**src/rtl/utf16_to_utf8_encoder_macros.svh**
```systemverilog
// Assertion macros shared by the UTF-16 to UTF-8 encoder RTL.
// No dependencies; included by the modules that carry assertions.
`ifndef UTF16_TO_UTF8_ENCODER_MACROS_SVH
`define UTF16_TO_UTF8_ENCODER_MACROS_SVH

// Same-cycle implication, disabled while reset is asserted.
`define U16U8_ASSERT_NOW(label, clk, rstn, ante, cons, msg) \
    label: assert property (@(posedge clk) disable iff (!(rstn)) (ante) |-> (cons)) \
        else $error(msg);

// Next-cycle implication, disabled while reset is asserted.
`define U16U8_ASSERT_NEXT(label, clk, rstn, ante, cons, msg) \
    label: assert property (@(posedge clk) disable iff (!(rstn)) (ante) |=> (cons)) \
        else $error(msg);

`endif

```
**src/rtl/u16u8_pkg.sv**
```systemverilog
// Package for the UTF-16 to UTF-8 encoder: item types, code point jobs,
// UTF-8 length and byte helpers. No dependencies.
package u16u8_pkg;

    // Surrogate prefixes (upper six bits of a code unit)
    localparam logic [5:0] HI_PREFIX = 6'b110110;
    localparam logic [5:0] LO_PREFIX = 6'b110111;

    // UTF-8 length codes (byte count minus one)
    localparam logic [1:0] LEN_1B = 2'd0;
    localparam logic [1:0] LEN_2B = 2'd1;
    localparam logic [1:0] LEN_3B = 2'd2;
    localparam logic [1:0] LEN_4B = 2'd3;

    // Lead and continuation marks
    localparam logic [7:0] LEAD_2B   = 8'hC0;
    localparam logic [7:0] LEAD_3B   = 8'hE0;
    localparam logic [7:0] LEAD_4B   = 8'hF0;
    localparam logic [7:0] CONT_MARK = 8'h80;

    localparam logic [20:0] SUPP_BASE = 21'h010000;
    localparam int          QUEUE_DEPTH = 2;

    typedef struct packed {
        logic [15:0] code_unit;
        logic        stream_end;
    } in_item_t;

    typedef struct packed {
        logic [7:0] out_byte;
        logic       run_last;
    } out_item_t;

    // One code point to encode
    typedef struct packed {
        logic [20:0] cp;
        logic [1:0]  len_m1;
        logic        last;
    } cp_job_t;

    // Byte count minus one for a code point
    function automatic logic [1:0] cp_len_m1(input logic [20:0] cp);
        logic [1:0] len;
        if (cp < 21'h80) begin
            len = LEN_1B;
        end else if (cp < 21'h800) begin
            len = LEN_2B;
        end else if (cp < 21'h10000) begin
            len = LEN_3B;
        end else begin
            len = LEN_4B;
        end
        return len;
    endfunction

    // UTF-8 byte at position idx (0 = lead) of a code point
    function automatic logic [7:0] utf8_byte(input logic [20:0] cp,
                                             input logic [1:0]  len_m1,
                                             input logic [1:0]  idx);
        logic [7:0] b;
        logic [1:0] k;
        logic [5:0] chunk;
        k = len_m1 - idx;
        case (k)
            2'd0:    chunk = cp[5:0];
            2'd1:    chunk = cp[11:6];
            2'd2:    chunk = cp[17:12];
            default: chunk = {3'b000, cp[20:18]};
        endcase
        if (idx == 2'd0) begin
            case (len_m1)
                LEN_1B:  b = {1'b0, cp[6:0]};
                LEN_2B:  b = LEAD_2B | {3'b000, cp[10:6]};
                LEN_3B:  b = LEAD_3B | {4'b0000, cp[15:12]};
                default: b = LEAD_4B | {5'b00000, cp[20:18]};
            endcase
        end else begin
            b = CONT_MARK | {2'b00, chunk};
        end
        return b;
    endfunction

endpackage

```
**src/rtl/u16u8_front.sv**
```systemverilog
// Front end of the UTF-16 to UTF-8 encoder: accepts code units, pairs
// surrogates and pushes code point jobs. Depends on u16u8_pkg.
`include "utf16_to_utf8_encoder_macros.svh"

module u16u8_front (
    input  logic                aclk,
    input  logic                aresetn,
    input  logic                s_valid,
    output logic                s_ready,
    input  u16u8_pkg::in_item_t s_item,
    input  logic                q_full,
    output logic                push,
    output u16u8_pkg::cp_job_t  push_job
);

    logic               pending_reg, pending_next;
    logic [9:0]         held_reg, held_next;
    logic               extra_reg, extra_next;
    u16u8_pkg::cp_job_t extra_job_reg, extra_job_next;

    logic               accept;
    logic               is_high, is_low, hold_new;
    u16u8_pkg::cp_job_t unit_job;

    // Classify the incoming unit
    assign is_high  = (s_item.code_unit[15:10] == u16u8_pkg::HI_PREFIX);
    assign is_low   = (s_item.code_unit[15:10] == u16u8_pkg::LO_PREFIX);
    assign hold_new = is_high && !s_item.stream_end;

    assign unit_job.cp     = {5'b00000, s_item.code_unit};
    assign unit_job.len_m1 = u16u8_pkg::cp_len_m1({5'b00000, s_item.code_unit});
    assign unit_job.last   = 1'b1;

    // Stall while a second job is still owed or the queue is full
    assign s_ready = !extra_reg && !q_full;
    assign accept  = s_valid && s_ready;

    // Pair surrogates and choose the job(s) for this item
    always_comb begin
        pending_next   = pending_reg;
        held_next      = held_reg;
        extra_next     = extra_reg;
        extra_job_next = extra_job_reg;
        push           = 1'b0;
        push_job       = unit_job;
        if (extra_reg) begin
            if (!q_full) begin
                push       = 1'b1;
                push_job   = extra_job_reg;
                extra_next = 1'b0;
            end
        end else if (accept) begin
            if (pending_reg) begin
                push = 1'b1;
                if (is_low) begin
                    push_job.cp     = {1'b0, held_reg, s_item.code_unit[9:0]}
                                      + u16u8_pkg::SUPP_BASE;
                    push_job.len_m1 = u16u8_pkg::LEN_4B;
                    push_job.last   = 1'b1;
                    pending_next    = 1'b0;
                end else begin
                    // Encode the lone held high surrogate first
                    push_job.cp     = {5'b00000, u16u8_pkg::HI_PREFIX, held_reg};
                    push_job.len_m1 = u16u8_pkg::LEN_3B;
                    push_job.last   = hold_new;
                    pending_next    = hold_new;
                    held_next       = s_item.code_unit[9:0];
                    if (!hold_new) begin
                        extra_next     = 1'b1;
                        extra_job_next = unit_job;
                    end
                end
            end else if (hold_new) begin
                pending_next = 1'b1;
                held_next    = s_item.code_unit[9:0];
            end else begin
                push = 1'b1;
            end
        end
    end

    // Update state
    always_ff @(posedge aclk) begin
        if (!aresetn) begin
            pending_reg <= 1'b0;
            held_reg    <= 10'd0;
            extra_reg   <= 1'b0;
        end else begin
            pending_reg <= pending_next;
            held_reg    <= held_next;
            extra_reg   <= extra_next;
        end
    end

    // Hold the owed job payload
    always_ff @(posedge aclk) begin
        extra_job_reg <= extra_job_next;
    end

    `U16U8_ASSERT_NEXT(a_extra_blocks_input, aclk, aresetn,
        accept && pending_reg && !is_low && !hold_new, extra_reg && !s_ready,
        "front: owed job did not block input")

endmodule

```
**src/rtl/u16u8_queue.sv**
```systemverilog
// Two-entry job queue between the front and back of the encoder.
// Depends on u16u8_pkg.
`include "utf16_to_utf8_encoder_macros.svh"

module u16u8_queue (
    input  logic               aclk,
    input  logic               aresetn,
    input  logic               push,
    input  u16u8_pkg::cp_job_t push_job,
    output logic               full,
    input  logic               pop,
    output logic               head_valid,
    output u16u8_pkg::cp_job_t head_job
);

    localparam int PTR_W = $clog2(u16u8_pkg::QUEUE_DEPTH);
    localparam int CNT_W = $clog2(u16u8_pkg::QUEUE_DEPTH + 1);

    u16u8_pkg::cp_job_t entry_reg [u16u8_pkg::QUEUE_DEPTH];
    logic [PTR_W-1:0]   wr_ptr_reg, rd_ptr_reg;
    logic [CNT_W-1:0]   count_reg, count_next;
    logic               do_push, do_pop;

    assign full       = (count_reg == CNT_W'(u16u8_pkg::QUEUE_DEPTH));
    assign head_valid = (count_reg != '0);
    assign head_job   = entry_reg[rd_ptr_reg];
    assign do_push    = push && !full;
    assign do_pop     = pop && head_valid;

    always_comb begin
        count_next = count_reg;
        if (do_push && !do_pop) begin
            count_next = count_reg + 1'b1;
        end else if (do_pop && !do_push) begin
            count_next = count_reg - 1'b1;
        end
    end

    // Advance pointers and count
    always_ff @(posedge aclk) begin
        if (!aresetn) begin
            wr_ptr_reg <= '0;
            rd_ptr_reg <= '0;
            count_reg  <= '0;
        end else begin
            count_reg <= count_next;
            if (do_push) begin
                wr_ptr_reg <= wr_ptr_reg + 1'b1;
            end
            if (do_pop) begin
                rd_ptr_reg <= rd_ptr_reg + 1'b1;
            end
        end
    end

    // Store pushed jobs
    always_ff @(posedge aclk) begin
        if (do_push) begin
            entry_reg[wr_ptr_reg] <= push_job;
        end
    end

    `U16U8_ASSERT_NOW(a_no_push_when_full, aclk, aresetn,
        push, !full, "queue: push while full")
    `U16U8_ASSERT_NOW(a_count_in_range, aclk, aresetn,
        1'b1, count_reg <= CNT_W'(u16u8_pkg::QUEUE_DEPTH), "queue: count overflow")

endmodule

```
**src/rtl/u16u8_back.sv**
```systemverilog
// Back end of the encoder: serializes each code point job into UTF-8
// bytes through an output register. Depends on u16u8_pkg.
`include "utf16_to_utf8_encoder_macros.svh"

module u16u8_back (
    input  logic                 aclk,
    input  logic                 aresetn,
    input  logic                 head_valid,
    input  u16u8_pkg::cp_job_t   head_job,
    output logic                 pop,
    output logic                 m_valid,
    input  logic                 m_ready,
    output u16u8_pkg::out_item_t m_item
);

    logic                 busy_reg, busy_next;
    u16u8_pkg::cp_job_t   job_reg, job_next;
    logic [1:0]           idx_reg, idx_next;
    logic                 m_valid_reg, m_valid_next;
    u16u8_pkg::out_item_t m_item_reg, m_item_next;

    logic out_load, emit, finish;

    assign out_load = !m_valid_reg || m_ready;
    assign emit     = busy_reg && out_load;
    assign finish   = emit && (idx_reg == job_reg.len_m1);
    assign pop      = head_valid && (!busy_reg || finish);

    // Sequence bytes of the current job, take the next one on the last byte
    always_comb begin
        busy_next    = busy_reg;
        job_next     = job_reg;
        idx_next     = idx_reg;
        m_valid_next = m_valid_reg;
        m_item_next  = m_item_reg;
        if (out_load) begin
            m_valid_next = emit;
        end
        if (emit) begin
            m_item_next.out_byte = u16u8_pkg::utf8_byte(job_reg.cp, job_reg.len_m1, idx_reg);
            m_item_next.run_last = job_reg.last && (idx_reg == job_reg.len_m1);
            idx_next             = idx_reg + 1'b1;
        end
        if (pop) begin
            busy_next = 1'b1;
            job_next  = head_job;
            idx_next  = 2'd0;
        end else if (finish) begin
            busy_next = 1'b0;
        end
    end

    // Control registers
    always_ff @(posedge aclk) begin
        if (!aresetn) begin
            busy_reg    <= 1'b0;
            idx_reg     <= 2'd0;
            m_valid_reg <= 1'b0;
        end else begin
            busy_reg    <= busy_next;
            idx_reg     <= idx_next;
            m_valid_reg <= m_valid_next;
        end
    end

    // Payload registers
    always_ff @(posedge aclk) begin
        job_reg    <= job_next;
        m_item_reg <= m_item_next;
    end

    assign m_valid = m_valid_reg;
    assign m_item  = m_item_reg;

    `U16U8_ASSERT_NOW(a_idx_within_len, aclk, aresetn,
        busy_reg, idx_reg <= job_reg.len_m1, "back: byte index past length")

endmodule

```
**src/rtl/utf16_to_utf8_encoder.sv**
```systemverilog
// Channel   Prefix  Payload                         Handshake
// input     s_      code_unit[15:0], stream_end     s_valid / s_ready
// result    m_      out_byte[7:0], run_last         m_valid / m_ready
//
// The back end emits one UTF-8 byte per cycle while m_ready is high, so a
// code point gives one to four bytes; a unit that breaks a held surrogate
// adds three more. Units are accepted every cycle while the two-entry job
// queue has room. A unit that follows a held high surrogate and is not its
// low half makes two jobs and holds off input until the second is pushed.
// Reset (aresetn, synchronous, active low) drops any held surrogate and
// queued job. Results sit in an output register; m_ready low stalls bytes.
//
// Top level of the UTF-16 to UTF-8 encoder; ties front, queue and back.
// Depends on u16u8_pkg, u16u8_front, u16u8_queue and u16u8_back.
module utf16_to_utf8_encoder (
    input  logic                 aclk,
    input  logic                 aresetn,
    input  logic                 s_valid,
    output logic                 s_ready,
    input  u16u8_pkg::in_item_t  s_item,
    output logic                 m_valid,
    input  logic                 m_ready,
    output u16u8_pkg::out_item_t m_item
);

    logic               q_full, push, pop, head_valid;
    u16u8_pkg::cp_job_t push_job, head_job;

    u16u8_front u_front (
        .aclk     (aclk),
        .aresetn  (aresetn),
        .s_valid  (s_valid),
        .s_ready  (s_ready),
        .s_item   (s_item),
        .q_full   (q_full),
        .push     (push),
        .push_job (push_job)
    );

    u16u8_queue u_queue (
        .aclk       (aclk),
        .aresetn    (aresetn),
        .push       (push),
        .push_job   (push_job),
        .full       (q_full),
        .pop        (pop),
        .head_valid (head_valid),
        .head_job   (head_job)
    );

    u16u8_back u_back (
        .aclk       (aclk),
        .aresetn    (aresetn),
        .head_valid (head_valid),
        .head_job   (head_job),
        .pop        (pop),
        .m_valid    (m_valid),
        .m_ready    (m_ready),
        .m_item     (m_item)
    );

endmodule

```
**config.mk**
```make
export PLATFORM = sky130hd
export DESIGN_NAME = utf16_to_utf8_encoder
export DESIGN_NICKNAME = d
export VERILOG_FILES = /design/src/rtl/u16u8_pkg.sv /design/src/rtl/u16u8_front.sv /design/src/rtl/u16u8_queue.sv /design/src/rtl/u16u8_back.sv /design/src/rtl/utf16_to_utf8_encoder.sv
export VERILOG_INCLUDE_DIRS = /design/src /design/src/rtl
export SDC_FILE = /design/constraint.sdc
export NUM_CORES = 1
export LEC_CHECK = 0
export BUFFER_PORTS_ARGS = -buffer_cell sky130_fd_sc_hd__buf_2
export CAP_MARGIN = 20
export CORE_ASPECT_RATIO = 0.5
export CORE_MARGIN = 2
export CORE_UTILIZATION = 50
export DETAILED_ROUTE_END_ITERATION = 8
export PLACE_DENSITY = 0.68
export SYNTH_ARGS = -nofsm -noshare
export SYNTH_HDL_FRONTEND = slang
export SYNTH_SLANG_ARGS = --single-unit
```
**constraint.sdc**
```tcl
create_clock -name aclk -period 5.9 [get_ports aclk]
set_input_delay 0.295 -clock aclk [delete_from_list [all_inputs] [get_ports aclk]]
set_output_delay 0.295 -clock aclk [all_outputs]
set_load 0.02 [all_outputs]
```
==> summary.txt, run 1 <==
Outcome
  – Status: finished clean

Die
  – Starting Density: 50.8%
  – Vert. Die Dim: 75.7 microns
  – Core area: 10100 sq um
  – IO Count: 32
  – # rows: 26
  – Die Width: 147 microns
  – Die ar.: 11200 sq um

Detailed routing
  – Post-Route WL: just over 10 mm
  – Vias: around 3.1k
  – Drt first pass iters: 5
  – Via density per instance: about 5.4
  – DRT antenna net count: 0
  – Drt wl/cell: 17.9 microns
  – DRC Markers: 0
  – DR iter-0 viols: 301

Timing
  – Share of the clock period used by the worst path: 43.9%
  – Final setup viols: 0
  – Endpoints failing hold: 0
  – Max-slew violations: 0
  – Clock Skew: 0.0101 ns
  – Worst slew pin tran: 0.846 ns
  – Relative slew slack: 43.5%
  – Minimum clock period after layout: 2.59 ns
  – Worst Hold Slack: 0.102 ns
  – Max Clk Rate: 0.386 GHz
  – RSZ-0062 raised after global routing: false
  – Setup TNS: 0 ns

Logic synthesis
  – Synthesized area per cell: 13.3 sq um
  – Most used DFF post-synth: edfxtp_1
  – Seq cells post-synth: between 100 and 150
  – Post-synth cell types: 51
  – Area leader, netlist: edfxtp_1
  – Synth Cell Area: 5140 sq um
  – Async set-reset flop share out of synthesis: 0%
  – EDFF count, synth: 99
  – Yosys top cell area share: 57.8%
  – Post-Syn Nets: roughly 420
  – Top cells by area, synth: edfxtp_1 (58%), dfxtp_1 (7.8%), mux2_2 (5.3%)
  – Gate count of the mapped netlist: a little under 400
  – YS warnings: 0
  – Sequential-to-total area share from yosys stat: 65.6%

Worst setup path
  – Arrival time at the worst endpoint: roughly 2.6 ns
  – Worst Path Required: between 5 and 6 ns
  – Setup CP Type: register to register
  – CP Buf/Inv Count: 1
  – CP delay by family, top: simple AND/OR/NAND/NOR gates
  – CP Max Fanout: 18
  – CP max-delay cell: inv_1
  – Endpoint class of the critical path: register
  – Crit-path cells: nand2b_1 > and3_1 > o21ai_0 > inv_1
  – Startpoint types: register
  – Worst path max stage delay: 0.60 ns

Global routing
  – GR peak layer: met2
  – First-pass GRT wire length: 15.9 mm
  – Largest net degree at the start of global routing: 30
  – Routing usage on met2: 29.9%
  – Remaining global-route overflow: 0
  – Initial antenna violation count: 0
  – Met3 usage: 6.29%
  – Routing usage on met1: between 20% and 30%
  – Number of global-route vias before repair: between 2k and 3k
  – Aggregate global-route resource usage: 19.6%

Place
  – Cell count after placement: 540
  – Routability cong.: 0.840
  – Port bufs: 31
  – Dpl hpwl: 7.03 mm
  – Cell Area, Placed: 5380 sq um

Power and ir drop
  – Power Density: between 400 and 500 nW/um^2
  – Post-layout power: 2.87 mW
  – Worst IR Drop VDD: 0.000266 V
  – Leakage: 2.12 nW

CTS
  – Clock buffer count from CTS: 17
  – Post-CTS Resized: 0
  – Root Buffer: clkbuf_16
  – Max clock buf depth: 2
  – H-tree Lvls: 4
  – Post-CTS Setup Inserts: 0
  – CTS tree: built
  – Clock sink total: ~120
  – Clock transition at path regs: around 0.050 ns
  – Worst skew pair latency: just over 0.4 ns
  – Hold Buf Count CTS: 0

Cells and area
  – Final-layout fill cell count: 782
  – FF/Latch Area: approximately 3400 sq um
  – Largest register FFs: 48
  – Commonest non-fill, non-tap cell in the layout: edfxtp_1
  – Nets: 451
  – Multi-input logic area: ~1600 sq um
  – Most frequent cells in the layout: edfxtp_1 (99), nand2_1 (45), buf_2 (31), mux2_2 (24), o21ai_0 (21)
  – Share of cells above drive strength 1: between 20% and 30%
  – Antenna Cells: 0
  – Area Overhead vs Synth: 16.6%
  – Design Area, Final: 5990 sq um
  – Fin cells: 575

Flow run
  – Max-cap check violation count: 0

Worst hold path
  – Worst Hold Class: primary input to register
==> layout make-up <==
cell class	count	area share, %
clock buffer	26	8.00
timing repair buffer	35	3.68
multi-input combinational	235	26.9
inverter	14	0.877
sequential	119	56.3
tap	140	2.92
clock inverter	6	1.29
==> cell families after synthesis <==
| kind of cell | Yosys count | share of synthesized area, % |
|---|---|---|
| AOI/OAI and AO/OA | 72 | 10.3 |
| xor gates and xnor gates | 9 | 1.83 |
| adders and majority gates | 8 | 1.95 |
| buffers and inverters | 33 | 3.09 |
| DFF | 119 | 65.6 |
| muxes | 31 | 6.62 |
| and+or+nand+nor | 115 | 10.6 |
==> routing by layer <==
layer / routed length (microns) / vias to the layer above
met3: 478 / 8
met5: 0 / -
met2: 4630 / 81
li1: - / 1517
met1: 5120 / 1505
met4: 87 / 0
==> cells in the mapped netlist (3+ instances only) <==
master    instances
a21boi_0          3
clkbuf_1          7
buf_6             3
o21ai_0          21
mux2i_1           7
dfxtp_1          20
o22ai_1           4
nand2b_1         12
o221a_2          10
buf_1             3
buf_2             3
a31oi_1           5
nor2b_1           4
and2_1            5
inv_1            14
nand2_1          45
edfxtp_1         99
xnor2_1           5
mux2_2           24
a22o_1            6
ha_1              8
nor2_1           20
a21oi_1           7
nand3_1          16
a222oi_1          4
==> where the power goes <==
group | internal (mW) | switching (mW)
sequential | 1.14 | 0.0767
clock | 0.639 | 0.336
combinational | 0.279 | 0.397
==> worst paths after layout <==
check | from | endpoint | slack, ns | depth (start not counted)
worst min register to register | u_front.held_reg[0] | u_front.held_reg[0] | 0.51 | 2
worst max register to register | u_queue.count_reg[0] | u_front.extra_job_reg[16] | 3.31 | 4
worst max-delay path | u_queue.count_reg[0] | u_front.extra_job_reg[16] | 3.31 | 4
worst min-delay path | s_item[5] | u_front.extra_job_reg[7] | 0.10 | 1
==> metrics by stage <==
stage / utilization [%] / worst slack, ns
5_1_grt: 59.2 / 3.06
3_5_place_dp: 53.1 / 3.32
2_1_floorplan: - / 3.63
4_1_cts: 58.6 / 3.31
6_report: 59.2 / 3.31
3_3_place_gp: 53.1 / 3.50
Note: power is estimated with default switching activity, not from simulation.
==> run 2: changes to the inputs <==
--- a/config.mk
+++ b/config.mk
@@ -6,13 +6,14 @@
 export SDC_FILE = /design/constraint.sdc
 export NUM_CORES = 1
 export LEC_CHECK = 0
+export ABC_AREA = 1
 export BUFFER_PORTS_ARGS = -buffer_cell sky130_fd_sc_hd__buf_2
 export CAP_MARGIN = 20
 export CORE_ASPECT_RATIO = 0.5
 export CORE_MARGIN = 2
 export CORE_UTILIZATION = 50
 export DETAILED_ROUTE_END_ITERATION = 8
-export PLACE_DENSITY = 0.68
+export PLACE_DENSITY = 0.7
 export SYNTH_ARGS = -nofsm -noshare
 export SYNTH_HDL_FRONTEND = slang
 export SYNTH_SLANG_ARGS = --single-unit
==> constraint.sdc (replaced) <==
create_clock -name aclk -period 2.3 [get_ports aclk]
set_input_delay 0.115 -clock aclk [delete_from_list [all_inputs] [get_ports aclk]]
set_output_delay 0.115 -clock aclk [all_outputs]
set_load 0.02 [all_outputs]
==> summary.txt, run 2 <==
Outcome
  – Status: finished clean

Logic synthesis
  – EDFF count, synth: 99
  – Most instantiated library cell after synthesis: edfxtp_1
  – Synthesized area per cell: 10.9 sq um
  – List of most frequent post-synthesis cells: edfxtp_1 (99), nand2_1 (88), o21ai_0 (47), nor2_1 (45)
  – Synth Cell Area: roughly 5300 sq um
  – Gate count of the mapped netlist: between 400 and 500
  – Sequential-to-total area share from yosys stat: 63.8%
  – Top cells by area, synth: edfxtp_1 (56%), dfxtp_1 (7.6%), nand2_1 (6.2%)
  – Async set-reset flop share out of synthesis: 0%
  – Post-synth cell types: 31
  – Most used DFF post-synth: edfxtp_1
  – Post-Syn Nets: 515
  – Seq cells post-synth: about 120
  – YS warnings: 0
  – Area leader, netlist: edfxtp_1
  – Yosys top cell area share: 56.2%

Die
  – Die Width: about 150 microns
  – # rows: 26
  – Vert. Die Dim: 76.7 microns
  – Core area: just over 10000 sq um
  – Starting Density: 51.6%
  – Die ar.: 11500 sq um
  – IO Count: 32

Timing
  – Max Clk Rate: 0.495 GHz
  – Worst slew pin tran: about 0.54 ns
  – Share of the clock period used by the worst path: between 80% and 90%
  – Endpoints failing hold: 0
  – Max-slew violations: 0
  – RSZ-0062 raised after global routing: false
  – Relative slew slack: 63.7%
  – Minimum clock period after layout: 2.02 ns
  – Setup TNS: 0 ns
  – Clock Skew: 0.00826 ns
  – Final setup viols: 0

Global routing
  – Largest net degree at the start of global routing: 27
  – Aggregate global-route resource usage: 21.1%
  – Initial antenna violation count: 0
  – First-pass GRT wire length: 18.3 mm
  – Number of global-route vias before repair: 3601
  – Remaining global-route overflow: 0

Worst setup path
  – Endpoint class of the critical path: register
  – Worst Path Required: roughly 2.6 ns
  – FF-to-FF setup slack: 0.28 ns
  – Arrival time at the worst endpoint: ~2.3 ns
  – Reg2reg start: u_back.job_reg[1]
  – Critical path endpoint: u_queue.count_reg[1]
  – Worst reg2reg endpoint: u_queue.count_reg[1]
  – Startpoint types: register
  – CP Max Fanout: 4
  – Reg2reg path depth: 10
  – Crit path launch: u_back.job_reg[1]
  – Setup CP Type: register to register

Cells and area
  – Fin cells: around 710
  – Most frequent cells in the layout: edfxtp_1 (99), nand2_1 (88), o21ai_0 (46), nor2_1 (44), nand3_1 (38)
  – Area Overhead vs Synth: 21.4%
  – Share of cells above drive strength 1: 20.0%
  – Commonest non-fill, non-tap cell in the layout: edfxtp_1
  – Final-layout fill cell count: 789
  – Antenna Cells: 0
  – Design Area, Final: 6420 sq um
  – Largest register FFs: 48
  – Nets: 582
  – Fin util: a little over three fifths

Worst hold path
  – Hold Startpoint: s_valid
  – Worst Hold Class: primary input to register

Detailed routing
  – Via density per instance: 5.33
  – Drt wl/cell: 15.8 microns
  – Vias: 3765
  – DR iter-0 viols: 348
  – DRC Markers: 0
  – DRT antenna net count: 0
  – Drt first pass iters: 8
  – Post-Route WL: 11.1 mm

CTS
  – Worst skew pair latency: 0.40 ns
  – Max clock buf depth: 2
  – Clock buffer count from CTS: 17
  – Clock sink total: 119
  – Clock transition at path regs: around 0.06 ns
  – H-tree Lvls: 4
  – CTS tree: built
  – Root Buffer: clkbuf_16

Place
  – Dpl hpwl: 7.20 mm
  – Cell count after placement: approximately 660
  – Port bufs: 31
  – Cell Area, Placed: 5640 sq um
  – Routability cong.: just under 0.9

Power and ir drop
  – Worst IR Drop VDD: around 0.00064 V
  – Leakage: 2.47 nW
  – Power Density: about 1200 nW/um^2
  – Post-layout power: 7.70 mW

Flow run
  – Max-cap check violation count: 0
## run 2: cells by family after synthesis
group	synth area share, %
muxes	5.11
xor gates and xnor gates	0.166
buffers and inverters	4.35
AOI/OAI and AO/OA	9.39
and+or+nand+nor	15.3
DFF	63.8
adders and majority gates	1.89
## run 2: critical path: stages, from the launching register on
cell and delay (ns):
edfxtp_1 0.38, inv_1 0.10, ha_1 0.30, nand2_1 0.08, o21ai_2 0.16, nand2_1 0.14
ha_1 0.34, a21oi_1 0.12, o21ai_0 0.12, o21ai_1 0.13, a21oi_1 0.04
## run 2: worst min-delay path by stage
| stage | slack (ns) | to | cells past startpoint |
|---|---|---|---|
| finish | 0.10 | u_front.pending_reg | 4 |
| global route | 0.12 | u_front.pending_reg | 4 |
| CTS | 0.09 | u_front.pending_reg | 4 |
| detailed placement | 0.34 | u_front.extra_job_reg[4] | 1 |
| global placement | 0.34 | u_front.extra_job_reg[18] | 1 |
| floorplan | 0.21 | u_front.extra_job_reg[10] | 0 |
## run 2: area by class of cell
cell class	instances	area [sq um]	area share [%]
Timing Repair Buffer	62	433	6.74
Clock inverter	14	159	2.48
Clock buffer	18	429	6.68
Multi-Input combinational cell	310	1690	26.3
Sequential cell	119	3370	52.5
Tap cell	140	175	2.73
Inverter	43	161	2.51
## run 2: what timing repair did
action	in CTS	in global routing
gates resized for setup	0	2
setup endpoints to repair	0	1
hold endpoints to repair	28	0
hold buffers	18	0
setup buffers	0	1
## run 2: layer usage
| layer | wire (microns) | track usage, % | vias up |
|---|---|---|---|
| li1 | - | - | 1849 |
| met1 | 5450 | 30.6 | 1745 |
| met2 | 4750 | 30.6 | 154 |
| met3 | 765 | 6.19 | 17 |
| met4 | 182 | 7.14 | 0 |
| met5 | 0 | 0 | - |
## run 2: metrics by stage
stage	worst slack (ns)	hold WS, ns
after CTS	0.235	0.0891
after floorplan	0.0452	0.214
after detailed placement	0.262	0.344
after global routing	0.0271	0.125
final	0.281	0.103
after global placement	0.353	0.343
## run 2: where the power goes
part	switching, mW	internal [mW]
registers	0.184	2.94
clock network	0.941	1.69
logic	1.27	0.667
==> run 3: changes to the inputs <==
--- a/config.mk
+++ b/config.mk
@@ -11,9 +11,8 @@
 export CAP_MARGIN = 20
 export CORE_ASPECT_RATIO = 0.5
 export CORE_MARGIN = 2
-export CORE_UTILIZATION = 50
+export CORE_UTILIZATION = 40
 export DETAILED_ROUTE_END_ITERATION = 8
-export PLACE_DENSITY = 0.7
 export SYNTH_ARGS = -nofsm -noshare
 export SYNTH_HDL_FRONTEND = slang
 export SYNTH_SLANG_ARGS = --single-unit
==> summary.txt, run 3 (synthesized netlist as in run 2, its figures left out) <==
Outcome
  – Status: finished clean

Global routing
  – First-pass GRT wire length: ~19 mm
  – Number of global-route vias before repair: 3510
  – Initial antenna violation count: 0
  – Largest net degree at the start of global routing: 27
  – Aggregate global-route resource usage: 17.5%
  – Remaining global-route overflow: 0

Worst setup path
  – Arrival time at the worst endpoint: around 2.4 ns
  – Startpoint types: register
  – CP Max Fanout: 4
  – Endpoint class of the critical path: register
  – Setup CP Type: register to register
  – Worst Path Required: ~2.6 ns

Die
  – IO Count: 32
  – Core area: roughly 13000 sq um
  – Vert. Die Dim: 85.3 microns
  – Starting Density: 41.4%
  – Die Width: around 170 microns
  – # rows: 29
  – Die ar.: 14200 sq um

CTS
  – Worst skew pair latency: between 0.4 and 0.5 ns
  – Max clock buf depth: 2
  – Clock transition at path regs: 0.06 ns
  – CTS tree: built
  – Clock sink total: 119
  – H-tree Lvls: 4
  – Root Buffer: clkbuf_16
  – Post-CTS Setup Inserts: 0
  – Clock buffer count from CTS: 17

Cells and area
  – Fin cells: 735
  – Antenna Cells: 0
  – Design Area, Final: 6470 sq um
  – FF/Latch Area: 3370 sq um
  – Final-layout fill cell count: 1142
  – Multi-input logic area: approximately 1700 sq um
  – Largest register FFs: 48
  – Commonest non-fill, non-tap cell in the layout: edfxtp_1
  – Area Overhead vs Synth: 22.2%
  – Share of cells above drive strength 1: 20.0%
  – Nets: 581
  – Most frequent cells in the layout: edfxtp_1 (99), nand2_1 (88), o21ai_0 (47), nor2_1 (44), nand3_1 (38)

Flow run
  – Max-cap check violation count: 0

Detailed routing
  – Vias: ~3.7k
  – Drt first pass iters: 4
  – DRC Markers: 0
  – Post-Route WL: about 11 mm
  – Drt wl/cell: 15.4 microns
  – Via density per instance: 5.02
  – DRT antenna net count: 0
  – DR iter-0 viols: between 200 and 250

Timing
  – Max-slew violations: 0
  – Max Clk Rate: 0.483 GHz
  – Clock Skew: 0.0118 ns
  – Relative slew slack: 62.3%
  – Setup TNS: 0 ns
  – Share of the clock period used by the worst path: 90.1%
  – Worst slew pin tran: 0.564 ns
  – Minimum clock period after layout: 2.07 ns
  – RSZ-0062 raised after global routing: false
  – Endpoints failing hold: 0
  – Final setup viols: 0

Worst hold path
  – Worst Hold Class: primary input to register

Place
  – Cell count after placement: 685
  – Routability cong.: between 0.8 and 0.9
  – Cell Area, Placed: approximately 5700 sq um
  – Dpl hpwl: 7.59 mm
  – Port bufs: 31

Power and ir drop
  – Power Density: 1200 nW/um^2
  – Worst IR Drop VDD: 0.000521 V
  – Post-layout power: ~7.8 mW
  – Leakage: around 2.5 nW
-- run 3: changes by cell type in the layout (fill, tap and decap cells not counted) --
| cell | before | now |
|---|---|---|
| o21ai_0 | 46 | 47 |
| o21ai_1 | 1 | 0 |
| clkbuf_1 | 1 | 0 |
| inv_6 | 0 | 2 |
| clkinv_2 | 6 | 2 |
| buf_4 | 13 | 12 |
| clkinvlp_4 | 0 | 3 |
-- run 3: area by class of cell --
cell class                 instances  area share (%)
clock inverter                    15            2.77
sequential                       119            52.2
multi-input combinational        310            26.1
inverter                          43            2.50
clock buffer                      17            6.58
tap                              170            3.29
timing repair buffer              61            6.58
-- run 3: repair_timing --
action                                  4_1_cts  5_1_grt
endpoints found under the setup margin        0        1
hold endpoints to repair                     31        0
gates resized for setup                       0        1
hold buffers                                 18        0
-- run 3: path summary, 6_finish.rpt --
path	startpoint	end	slack (ns)	cells after the start
worst max-delay path	u_back.job_reg[1]	u_queue.count_reg[1]	0.23	10
worst min-delay path	s_valid	u_front.pending_reg	0.08	4
worst max register to register	u_back.job_reg[1]	u_queue.count_reg[1]	0.23	10
worst min register to register	u_front.pending_reg	u_front.pending_reg	0.50	2
-- run 3: per-stage QoR --
step	util (%)	hold WS [ns]	worst slack (ns)
6_report	50.6	0.0808	0.228
5_1_grt	50.6	0.117	0.0255
4_1_cts	50.6	0.0698	0.206
3_5_place_dp	44.5	0.346	0.229
3_3_place_gp	44.5	0.344	0.347
2_1_floorplan	-	0.214	0.0452
-- run 3: metal layers --
metal	GRT usage, %	up-vias	part of all wire (%)
met5	0	-	0
met4	7.76	0	1.9
met3	4.24	19	5.2
met2	25.2	98	42
met1	25.1	1728	51
li1	-	1843	-
-- run 3: critical path: stages, from the launching register on --
cell and delay, ns:
edfxtp_1 0.40, inv_1 0.11, ha_1 0.30, nand2_1 0.08
o21ai_2 0.16, nand2_1 0.13, ha_1 0.34, a21oi_1 0.12
o21ai_0 0.12, o21ai_0 0.17, a21oi_1 0.05
-- run 3: where the power goes --
part / internal, mW / total, mW / switching [mW]
Sequential: 2.94 / 3.13 / 0.187
Clock: 1.71 / 2.72 / 1.01
Combinational: 0.661 / 1.93 / 1.26
